[src/hw/rtl/thcc_pkg.sv]
// ----------------------------------------------------------------------------
// thcc_pkg
// shared types, opcode fields and address decode for the harvard cpu cycle unit
// ----------------------------------------------------------------------------
package thcc_pkg;

   localparam int unsigned RAM_DEPTH = 65536;

   localparam logic [15:0] PAGE_MASK = 16'hff00;
   localparam logic [7:0]  HSYNC_BIT = 8'h40;
   localparam logic [7:0]  SIGN_BIT  = 8'h80;

   // alu op field, opcode bits 7..5
   localparam logic [2:0] OP_LD  = 3'd0;
   localparam logic [2:0] OP_AND = 3'd1;
   localparam logic [2:0] OP_OR  = 3'd2;
   localparam logic [2:0] OP_XOR = 3'd3;
   localparam logic [2:0] OP_ADD = 3'd4;
   localparam logic [2:0] OP_SUB = 3'd5;
   localparam logic [2:0] OP_ST  = 3'd6;
   localparam logic [2:0] OP_JMP = 3'd7;

   // addressing / destination mode, opcode bits 4..2
   localparam logic [2:0] MODE_D_AC    = 3'd0;
   localparam logic [2:0] MODE_X_AC    = 3'd1;
   localparam logic [2:0] MODE_YD_AC   = 3'd2;
   localparam logic [2:0] MODE_YX_AC   = 3'd3;
   localparam logic [2:0] MODE_D_X     = 3'd4;
   localparam logic [2:0] MODE_D_Y     = 3'd5;
   localparam logic [2:0] MODE_D_OUT   = 3'd6;
   localparam logic [2:0] MODE_YXI_OUT = 3'd7;

   // jump with mode zero is a far jump
   localparam logic [2:0] MODE_FAR = 3'd0;

   // bus source, opcode bits 1..0
   localparam logic [1:0] BUS_D   = 2'd0;
   localparam logic [1:0] BUS_RAM = 2'd1;
   localparam logic [1:0] BUS_AC  = 2'd2;
   localparam logic [1:0] BUS_IN  = 2'd3;

   typedef struct packed {
      logic [15:0] pc;
      logic [7:0]  ir;
      logic [7:0]  d;
      logic [7:0]  ac;
      logic [7:0]  x;
      logic [7:0]  y;
      logic [7:0]  out_port;
      logic [7:0]  ext_out;
   } arch_state_type;

   typedef struct packed {
      logic        we;
      logic [15:0] waddr;
      logic [7:0]  wdata;
      logic [15:0] raddr;
   } mem_req_type;

   // data memory address for an instruction; jumps bypass the mode decoder
   function automatic logic [15:0] mem_addr(input logic [7:0] ir, input logic [7:0] d,
                                            input logic [7:0] x, input logic [7:0] y);
      logic [15:0] addr;
      addr = {8'h00, d};
      if (ir[7:5] != OP_JMP) begin
         case (ir[4:2])
            MODE_X_AC:    addr = {8'h00, x};
            MODE_YD_AC:   addr = {y, d};
            MODE_YX_AC,
            MODE_YXI_OUT: addr = {y, x};
            default:      addr = {8'h00, d};
         endcase
      end
      return addr;
   endfunction

endpackage

[src/hw/rtl/thcc_exec.sv]
// ----------------------------------------------------------------------------
// thcc_exec
// decode, bus select, alu and next pc for one machine cycle
// ----------------------------------------------------------------------------
module thcc_exec (
   input  thcc_pkg::arch_state_type cur,
   input  logic [7:0]               fetched_opcode,
   input  logic [7:0]               fetched_operand,
   input  logic [7:0]               button_port,
   input  logic [7:0]               floating_bus,
   input  logic                     hold_reset,
   input  logic [7:0]               ram_rdata,
   output thcc_pkg::arch_state_type nxt,
   output thcc_pkg::mem_req_type    mem_req
);

   logic [2:0]  ins;
   logic [2:0]  mode;
   logic [1:0]  bsel;
   logic        is_store;
   logic        is_jump;
   logic [15:0] addr;
   logic [7:0]  bus;
   logic [7:0]  alu;
   logic [15:0] pc0;
   logic        take;
   logic        a_zero;

   assign ins      = cur.ir[7:5];
   assign mode     = cur.ir[4:2];
   assign bsel     = cur.ir[1:0];
   assign is_store = (ins == thcc_pkg::OP_ST);
   assign is_jump  = (ins == thcc_pkg::OP_JMP);
   assign addr     = thcc_pkg::mem_addr(cur.ir, cur.d, cur.x, cur.y);
   assign pc0      = hold_reset ? 16'h0000 : cur.pc;
   assign a_zero   = (cur.ac == 8'h00);

   always_comb begin
      case (bsel)
         thcc_pkg::BUS_D:   bus = cur.d;
         thcc_pkg::BUS_RAM: bus = is_store ? floating_bus : ram_rdata;
         thcc_pkg::BUS_AC:  bus = cur.ac;
         default:           bus = button_port;
      endcase
   end

   always_comb begin
      case (ins)
         thcc_pkg::OP_LD:  alu = bus;
         thcc_pkg::OP_AND: alu = cur.ac & bus;
         thcc_pkg::OP_OR:  alu = cur.ac | bus;
         thcc_pkg::OP_XOR: alu = cur.ac ^ bus;
         thcc_pkg::OP_ADD: alu = cur.ac + bus;
         thcc_pkg::OP_SUB: alu = cur.ac - bus;
         thcc_pkg::OP_ST:  alu = cur.ac;
         default:          alu = 8'h00 - cur.ac;
      endcase
   end

   // branch condition: bit 0 gt, bit 1 negative, bit 2 zero
   assign take = (mode[0] & ~a_zero & ~(|(cur.ac & thcc_pkg::SIGN_BIT)))
               | (mode[1] & (|(cur.ac & thcc_pkg::SIGN_BIT)))
               | (mode[2] & a_zero);

   always_comb begin
      nxt    = cur;
      nxt.ir = fetched_opcode;
      nxt.d  = fetched_operand;
      if (!is_jump) begin
         unique case (mode)
            thcc_pkg::MODE_D_AC,
            thcc_pkg::MODE_X_AC,
            thcc_pkg::MODE_YD_AC,
            thcc_pkg::MODE_YX_AC: begin
               if (!is_store) nxt.ac = alu;
            end
            thcc_pkg::MODE_D_X:   nxt.x = alu;
            thcc_pkg::MODE_D_Y:   nxt.y = alu;
            thcc_pkg::MODE_D_OUT: begin
               if (!is_store) nxt.out_port = alu;
            end
            default: begin
               if (!is_store) nxt.out_port = alu;
               nxt.x = cur.x + 8'd1;
            end
         endcase
      end
      nxt.pc = pc0 + 16'd1;
      if (is_jump) begin
         if (mode == thcc_pkg::MODE_FAR) begin
            nxt.pc = {cur.y, bus};
         end else if (take) begin
            nxt.pc = (pc0 & thcc_pkg::PAGE_MASK) | {8'h00, bus};
         end
      end
      // extended output follows ac on a rising hsync
      if (|(nxt.out_port & thcc_pkg::HSYNC_BIT) && !(|(cur.out_port & thcc_pkg::HSYNC_BIT))) begin
         nxt.ext_out = nxt.ac;
      end
   end

   always_comb begin
      mem_req.we    = is_store;
      mem_req.waddr = addr;
      mem_req.wdata = bus;
      // prefetch for the instruction that executes next
      mem_req.raddr = thcc_pkg::mem_addr(fetched_opcode, fetched_operand, nxt.x, nxt.y);
   end

endmodule

[config.mk]
export PLATFORM = sky130hd
export DESIGN_NAME = thcc_exec
export DESIGN_NICKNAME = d
export VERILOG_FILES = /design/src/hw/rtl/thcc_pkg.sv /design/src/hw/rtl/thcc_exec.sv
export SDC_FILE = /design/constraint.sdc
export NUM_CORES = 1
export LEC_CHECK = 0
export ABC_AREA = 1
export BUFFER_PORTS_ARGS = -buffer_cell sky130_fd_sc_hd__buf_2
export CAP_MARGIN = 20
export CORE_ASPECT_RATIO = 1.4
export CORE_MARGIN = 3
export CORE_UTILIZATION = 42
export DETAILED_ROUTE_END_ITERATION = 12
export GPL_TIMING_DRIVEN = 0
export PLACE_DENSITY = 0.87
export SETUP_SLACK_MARGIN = 0.4
export SLEW_MARGIN = 20
export SYNTH_ARGS = -nofsm -noshare
export SYNTH_HDL_FRONTEND = slang
export SYNTH_SLANG_ARGS = --single-unit
[constraint.sdc]
create_clock -name vclk -period 3.4
set_input_delay 0.17 -clock vclk [all_inputs]
set_output_delay 0.17 -clock vclk [all_outputs]
set_load 0.02 [all_outputs]
==> results.toml, run 1 <==
[outcome]
outcome = "complete, but fails checks"
violations_in_the_final_reports = "negative setup slack"

[grt]
grt_remaining_overflow = 0
via_count_of_the_first_global_routing_pass = 5486
largest_net_degree_at_the_start_of_global_routing = 11
initial_antenna_violation_count = 0
grt_pass1_wl_um = 25800
globalRouteTotalUtil = 0.317

[critical_path]
worst_path_largest_cell_delay_ps = 340
crit_arrival_ps = 3530
crit_slowest_cell = "sky130_fd_sc_hd__ha_1"
path_common_cell = "sky130_fd_sc_hd__nand2_1"
critPathCaptureType = "output port"
worstPathMaxFanout = 4
crit_type = "in2out"
worst_setup_path_start_kind = "input port"
critPathRequiredTime_ps = 3230
crit_path_start = "cur[32]"

[worst_hold_path]
min_delay_path_depth = 2
timing.hold.worst.class = "in2out"
hold_path_startpoint = "fetched_opcode[0]"

[yosys]
synthCells = 694
synth-seq-area-share = 0
synth_top_cell_area_share = 0.200
synth.largest_area_cell = "sky130_fd_sc_hd__nand2_1"
synth.avg_cell_area_um2 = 5.33
netlist_top_cells_count = "sky130_fd_sc_hd__nand2_1 (197), sky130_fd_sc_hd__inv_1 (94), sky130_fd_sc_hd__nor2_1 (65)"
netlist_area_mm2 = 0.00370
synth.lib_cells_used.distinct = 49
yosysWarningCount = 0
synth.most_common_cell = "sky130_fd_sc_hd__nand2_1"
synthesis.nets = 835
ys_top_cells_by_area = "sky130_fd_sc_hd__nand2_1 (20%), sky130_fd_sc_hd__inv_1 (9.5%), sky130_fd_sc_hd__ha_1 (9.1%)"

[timing]
finalSetupTns_ps = -5220
min_hold_slack_ps = 558
tightest_slew_ps = 1040
finalSetupViolCount = 35
final_min_period_over_clock_period = 1.09
unrepaired_setup_endpoints_after_global_routing = "true"
relSlewSlack = 0.301
min_period_ps = 3700
clock.fmax_ghz = 0.270
timing_max_transition_violations_final = 0
final_count_of_hold_timing_violations = 0
fin_ws_ps = -301

[place]
routabilityCongestion = 0.953
io_buffer_count = 222
dp_worst_setup_slack_ps = -673
postPlaceCellArea_mm2 = 0.00512
dpl.cell_count = 1018
place_hpwl_um = 13000

[cells_and_area]
numSequentialCells = 0
fillers = 640
nNetsFinal = 1106
n_clock_buffer = 0
num_antenna_cells = 0
seq_area_um2 = 0
final_design_area_no_fill_mm2 = 0.00618
post_layout_nonfiller_instances = 1065
layout.core_utilization = 0.741
drive_above_1_share = 0.470
flow.area_growth_from_synthesis_pct = 67.2

[floorplanning]
io_pins = 226
starting_density_of_the_core = 0.443
core_area_mm2 = 0.00834
area_of_the_die_mm2 = 0.00998
die_height_um = 117
horizontal_extent_of_the_die_um = 85.3
row_count = 39

[power]
power_mw = 1.36
vdd_ir_drop_max_mv = 0.153
total_leakage_power_nw = 3.34
power_density_mw_per_mm2 = 220

[detailed_routing]
routed-via-count = 6062
detail-route-antenna-nets = 0
first_iter_violations = 450
routed_wirelength_um = 18900
route.detailed.drc = 0
avgRoutedWirePerCell_um = 17.7
via_per_inst = 5.69
dr.pass1.iters = 5

[clock_network]
number_of_buffers_inserted_by_hold_repair_at_cts = 0

[job]
max_cap_viol_count = 0
repair_timing:
action,4_1_cts,5_1_grt
endpoints found under the setup margin,50,56
pin swaps,37,47
buffers inserted,28,19
resized for setup,110,95
critical path: cells and delay by family:
kind	cells	cell delay [ps]
AND/OR/NAND/NOR	10	800
adder cells (fa/ha/maj)	2	510
AO/OA/AOI/OAI	8	1200
XOR/XNOR	1	130
buffers and inverters	6	710
cell usage in the layout, fill, tap and decap left out, types with 5 or more instances in the layout:
cell                       netlist  final
sky130_fd_sc_hd__a21oi_1        39     28
sky130_fd_sc_hd__a21oi_2         0     10
sky130_fd_sc_hd__buf_12          0      5
sky130_fd_sc_hd__buf_2           1    170
sky130_fd_sc_hd__buf_4          18     66
sky130_fd_sc_hd__buf_6           2     48
sky130_fd_sc_hd__clkbuf_1        8      8
sky130_fd_sc_hd__ha_1           27     23
sky130_fd_sc_hd__inv_1          94     84
sky130_fd_sc_hd__inv_2          16     20
sky130_fd_sc_hd__nand2_1       197    160
sky130_fd_sc_hd__nand2_2        14     44
sky130_fd_sc_hd__nand2_4         4     10
sky130_fd_sc_hd__nand3_1        21     19
sky130_fd_sc_hd__nand3_2         6      7
sky130_fd_sc_hd__nor2_1         65     56
sky130_fd_sc_hd__nor2_2          4      6
sky130_fd_sc_hd__nor2_4          3     10
sky130_fd_sc_hd__nor3_1         13     13
sky130_fd_sc_hd__nor3_2          5      5
sky130_fd_sc_hd__o211ai_1       11     11
sky130_fd_sc_hd__o21a_1          8      7
sky130_fd_sc_hd__o21ai_0        44     30
sky130_fd_sc_hd__o21ai_1        20     16
sky130_fd_sc_hd__o21ai_2         1     12
sky130_fd_sc_hd__o21ai_4         1      8
sky130_fd_sc_hd__or2_1           7      7
sky130_fd_sc_hd__xor2_1         22     22
logic make-up (layout without fill, tap and decap cells):
family / Yosys count / after routing / synth area share
compound gates: 147 / 147 / 0.240
xor+xnor: 27 / 27 / 0.0640
fa+ha+maj: 28 / 28 / 0.0968
buf+inv: 143 / 412 / 0.169
mux: 1 / 1 / 0.00271
simple gates: 348 / 348 / 0.428
final timing paths:
kind | slack, ps | endpoint
hold / removal | 560 | nxt[48]
setup / recovery | -300 | mem_req[5]
power breakdown:
group | switching, mW | internal (mW) | leakage (nW) | total [mW]
combinational | 0.801 | 0.556 | 3.34 | 1.36
sequential | 0 | 0 | 0 | 0
clock | 0 | 0 | 0 | 0
total | 0.801 | 0.556 | 3.34 | 1.36
final cells by class:
cell class	instances	area (um2)	share of cell area
buffer	30	201	0.0326
tap	102	128	0.0207
multi-input combinational	551	3570	0.577
timing repair buffer	269	1830	0.296
inverter	113	455	0.0737
layer usage:
layer,vias up,track usage,part of all wire
li1,2765,-,-
met1,2749,0.325,0.33
met2,435,0.609,0.51
met3,113,0.0525,0.095
met4,0,0.164,0.066
met5,-,0,0
(Power assumes the default switching activity.)
==> run 2: changes to the inputs <==
--- a/config.mk
+++ b/config.mk
@@ -10,12 +10,11 @@
 export CAP_MARGIN = 20
 export CORE_ASPECT_RATIO = 1.4
 export CORE_MARGIN = 3
-export CORE_UTILIZATION = 42
+export CORE_UTILIZATION = 46
 export DETAILED_ROUTE_END_ITERATION = 12
 export GPL_TIMING_DRIVEN = 0
-export PLACE_DENSITY = 0.87
+export PLACE_DENSITY = 0.9
 export SETUP_SLACK_MARGIN = 0.4
-export SLEW_MARGIN = 20
 export SYNTH_ARGS = -nofsm -noshare
 export SYNTH_HDL_FRONTEND = slang
 export SYNTH_SLANG_ARGS = --single-unit
==> constraint.sdc (replaced) <==
create_clock -name vclk -period 4
set_input_delay 0.2 -clock vclk [all_inputs]
set_output_delay 0.2 -clock vclk [all_outputs]
set_load 0.02 [all_outputs]
==> results.toml, run 2 (synthesis gave the netlist of run 1 again) <==
[outcome]
outcome = "complete, no violations"

[grt]
initial_antenna_violation_count = 0
globalRouteTotalUtil = 0.339
grt_pass1_wl_um = 24700
via_count_of_the_first_global_routing_pass = 5179
largest_net_degree_at_the_start_of_global_routing = 11
grt_remaining_overflow = 0

[floorplanning]
area_of_the_die_mm2 = 0.00916
core_area_mm2 = 0.00780
starting_density_of_the_core = 0.474
horizontal_extent_of_the_die_um = 81.8
row_count = 38
die_height_um = 112
io_pins = 226

[place]
routabilityCongestion = 0.965
place_hpwl_um = 12900
dpl.cell_count = 1016
io_buffer_count = 222

[detailed_routing]
routed_wirelength_um = 18100
first_iter_violations = 504
route.detailed.drc = 0
detail-route-antenna-nets = 0
routed-via-count = 5983
avgRoutedWirePerCell_um = 17.1
dr.pass1.iters = 6
via_per_inst = 5.64

[critical_path]
crit_path_start = "cur[32]"
critPathRequiredTime_ps = 3800
crit_path_end = "nxt[0]"
worst_path_largest_cell_delay_ps = 420
worstPathMaxFanout = 9
critical_path.n_buffers_inverters = 6
crit_type = "in2out"
crit_slowest_cell = "sky130_fd_sc_hd__fa_2"
critical-path-top-delay-family = "simple AND/OR/NAND/NOR gates"
cp_num_cells = 26
critPathCaptureType = "output port"
crit_arrival_ps = 3500
worst_setup_path_start_kind = "input port"

[timing]
finalSetupTns_ps = 0
relSlewSlack = 0.290
timing_max_transition_violations_final = 0
unrepaired_setup_endpoints_after_global_routing = "true"
final_min_period_over_clock_period = 0.926
min_period_ps = 3700
clock.fmax_ghz = 0.270
tightest_slew_ps = 1060
min_hold_slack_ps = 618
final_count_of_hold_timing_violations = 0
finalSetupViolCount = 0

[power]
vdd_ir_drop_max_mv = 0.154
total_leakage_power_nw = 3.23
power_density_mw_per_mm2 = 183
power_mw = 1.04

[cells_and_area]
final_common_cell = "sky130_fd_sc_hd__buf_2"
fillers = 663
numSequentialCells = 0
drive_above_1_share = 0.418
nNetsFinal = 1103
num_antenna_cells = 0
seq_area_um2 = 0
multiInputGateArea_mm2 = 0.00336
post_layout_nonfiller_instances = 1060
layout.core_utilization = 0.733
mostFrequentLayoutCells = "sky130_fd_sc_hd__buf_2 (204), sky130_fd_sc_hd__nand2_1 (185), sky130_fd_sc_hd__inv_1 (88), sky130_fd_sc_hd__buf_4 (63), sky130_fd_sc_hd__nor2_1 (60)"
n_clock_buffer = 0
flow.area_growth_from_synthesis_pct = 54.7

[job]
max_cap_viol_count = 0

[clock_network]
number_of_buffers_inserted_by_hold_repair_at_cts = 0

[worst_hold_path]
timing.hold.worst.class = "in2out"
## run 2: how the worst min path moves through the flow
stage	from	to	slack [ps]	cells after the start
after global placement	fetched_opcode[1]	nxt[49]	620	2
after global routing	fetched_opcode[1]	nxt[49]	620	2
after detailed placement	fetched_opcode[1]	nxt[49]	620	2
final	fetched_opcode[1]	nxt[49]	620	2
after CTS	fetched_opcode[0]	nxt[48]	620	2
after floorplan	fetched_operand[0]	nxt[40]	510	1
## run 2: report_power, final
group	switching (mW)	internal, mW
combinational	0.638	0.406
sequential	0	0
clock	0	0
total	0.638	0.406
## run 2: cell type report
type	count	share of cell area
multi-input combinational	551	0.588
timing repair buffer	266	0.276
tap	100	0.0219
buffer	30	0.0352
inverter	113	0.0788
## run 2: layer usage
layer / part of all wire / up-vias / global-route usage
met4: 0.066 / 0 / 0.166
met3: 0.11 / 125 / 0.0610
met1: 0.33 / 2676 / 0.372
li1: - / 2753 / -
met2: 0.49 / 429 / 0.603
met5: 0 / - / 0
## run 2: metrics by stage
stage                     setup slack, ps  cell area [um2]
after floorplan                       395             3710
after global placement               -335             4940
after detailed placement             -401             4940
after CTS                             395             5310
after global routing                  205             5720
final                                 297             5720
## run 2: timing repair
action	in CTS	in global routing
setup buffers	35	9
gates resized for setup	39	82
endpoints found under the setup margin	42	43
gates cloned	0	0
pin swaps	19	36
==> run 3: changes to the inputs <==
--- a/config.mk
+++ b/config.mk
@@ -8,7 +8,7 @@
 export ABC_AREA = 1
 export BUFFER_PORTS_ARGS = -buffer_cell sky130_fd_sc_hd__buf_2
 export CAP_MARGIN = 20
-export CORE_ASPECT_RATIO = 1.4
+export CORE_ASPECT_RATIO = 1.2
 export CORE_MARGIN = 3
 export CORE_UTILIZATION = 46
 export DETAILED_ROUTE_END_ITERATION = 12
==> results.toml, run 3 (synthesis gave the netlist of run 1 again) <==
[outcome]
outcome = "complete, no violations"

[power]
clock_power_share = 0
p_seq_frac = 0
total_leakage_power_nw = 3.26
power.switching_fraction = 0.606
combPwrFrac = 1.000
total_switching_power_mw = 0.641
p_int_mw = 0.416
power_mw = 1.06
vdd_ir_drop_max_mv = 0.153
power_density_mw_per_mm2 = 182

[clock_network]
number_of_buffers_inserted_by_hold_repair_at_cts = 0

[detailed_routing]
routed-via-count = 5982
route.detailed.drc = 0
avgRoutedWirePerCell_um = 16.9
dr.pass1.iters = 5
first_iter_violations = 492
detail-route-antenna-nets = 0
via_per_inst = 5.66
routed_wirelength_um = 17800

[timing]
final_count_of_hold_timing_violations = 0
final_min_period_over_clock_period = 0.964
tightest_slew_ps = 1190
min_period_ps = 3850
min_hold_slack_ps = 621
finalSetupViolCount = 0
timing_max_transition_violations_final = 0
relSlewSlack = 0.199
unrepaired_setup_endpoints_after_global_routing = "true"
clock.fmax_ghz = 0.259

[floorplanning]
horizontal_extent_of_the_die_um = 87.8
die_height_um = 104
starting_density_of_the_core = 0.477
io_pins = 226
core_area_mm2 = 0.00775
area_of_the_die_mm2 = 0.00915
row_count = 35

[cells_and_area]
n_clock_buffer = 0
final_common_cell = "sky130_fd_sc_hd__buf_2"
fillers = 609
numSequentialCells = 0
mostFrequentLayoutCells = "sky130_fd_sc_hd__buf_2 (197), sky130_fd_sc_hd__nand2_1 (181), sky130_fd_sc_hd__inv_1 (89), sky130_fd_sc_hd__buf_4 (62), sky130_fd_sc_hd__nor2_1 (61)"
nNetsFinal = 1108
multiInputGateArea_mm2 = 0.00337
drive_above_1_share = 0.421
flow.area_growth_from_synthesis_pct = 56.8
seq_area_um2 = 0
num_antenna_cells = 0

[grt]
via_count_of_the_first_global_routing_pass = 5280
globalRouteTotalUtil = 0.342
largest_net_degree_at_the_start_of_global_routing = 11
grt_pass1_wl_um = 25400
grt_util_met2 = 0.602
most_congested_layer_reported_by_global_routing = "met2"
grt_use_met3 = 0.0578
globalRouteMet1Util = 0.403
initial_antenna_violation_count = 0
grt_remaining_overflow = 0

[place]
place_hpwl_um = 12600
io_buffer_count = 222
routabilityCongestion = 0.991

[worst_hold_path]
timing.hold.worst_endpoint = "nxt[48]"
timing.hold.worst.class = "in2out"
min_delay_path_depth = 2
hold_path_startpoint = "fetched_opcode[0]"

[job]
max_cap_viol_count = 0

[critical_path]
critPathCaptureType = "output port"
worstPathMaxFanout = 4
crit_type = "in2out"
critPathRequiredTime_ps = 3800
crit_arrival_ps = 3650
worst_setup_path_start_kind = "input port"
[run 3: layer usage]
layer  vias up  routed length [um]
met1      2678                6230
met3        97                1990
met4         0                 856
li1       2769                   -
met5         -                   0
met2       438                8760
[run 3: area by class of cell]
type               instances  share of cell area
plain buffers             30              0.0348
repair inverters           1             0.00130
well taps                 92              0.0199
multi-input cells        551               0.582
repair buffers           270               0.286
inverters                113              0.0764
[run 3: worst max-delay path by stage]
| stage | start | end | slack, ps | cells past startpoint |
|---|---|---|---|---|
| after CTS | cur[53] | mem_req[0] | 250 | 30 |
| final | cur[53] | nxt[0] | 150 | 28 |
| after global routing | cur[53] | nxt[0] | -9 | 28 |
| after global placement | cur[53] | nxt[3] | -390 | 28 |
| after floorplan | cur[53] | nxt[6] | 390 | 23 |
| after detailed placement | cur[53] | nxt[4] | -410 | 28 |
[run 3: stage by stage]
step	setup WS (ps)	cell area [um2]	utilization	setup TNS [ps]	instances
2_1_floorplan	395	3710	-	0	694
3_3_place_gp	-393	4930	0.636	-2580	1008
3_5_place_dp	-410	4930	0.636	-2990	1008
4_1_cts	254	5400	0.697	0	1047
5_1_grt	-9.14	5790	0.748	-9.14	1057
6_report	146	5790	0.748	0	1057
[run 3: power by group through the flow]
stage	clock network [mW]	logic [mW]	registers, mW
CTS	0	0.888	0
finish	0	1.06	0
global placement	0	0.781	0
global route	0	1.12	0
detailed placement	0	0.790	0
floorplan	0	0.522	0
[run 3: worst max-delay path: stages]
cell                         delay [ps]
sky130_fd_sc_hd__buf_8              100
sky130_fd_sc_hd__buf_12             120
sky130_fd_sc_hd__nor2_4             160
sky130_fd_sc_hd__buf_6              130
sky130_fd_sc_hd__nand2_2             40
sky130_fd_sc_hd__nand3_2             50
sky130_fd_sc_hd__nand2_2             60
sky130_fd_sc_hd__nand2_4             90
sky130_fd_sc_hd__ha_4               200
sky130_fd_sc_hd__nand2_1             80
sky130_fd_sc_hd__o21ai_2             80
sky130_fd_sc_hd__fa_2               400
sky130_fd_sc_hd__nor2_4             130
sky130_fd_sc_hd__o21ai_1             60
sky130_fd_sc_hd__nand2_1            120
sky130_fd_sc_hd__nand2_2             80
sky130_fd_sc_hd__nand2_2             70
sky130_fd_sc_hd__a21oi_2             50
sky130_fd_sc_hd__xor2_1             160
sky130_fd_sc_hd__o21bai_1           250
sky130_fd_sc_hd__nand2_2            130
sky130_fd_sc_hd__inv_2               90
sky130_fd_sc_hd__nand2_2             70
sky130_fd_sc_hd__nor2_4             200
sky130_fd_sc_hd__clkinvlp_4         210
sky130_fd_sc_hd__nand2_1            110
sky130_fd_sc_hd__nand2_1             70
sky130_fd_sc_hd__buf_6              130
[run 3: repair_timing]
item,4_1_cts,5_1_grt
gates resized for setup,55,85
setup endpoints to repair,42,42
gates cloned,1,0
setup buffers,38,10
hold endpoints to repair,0,0
pin swaps,23,37
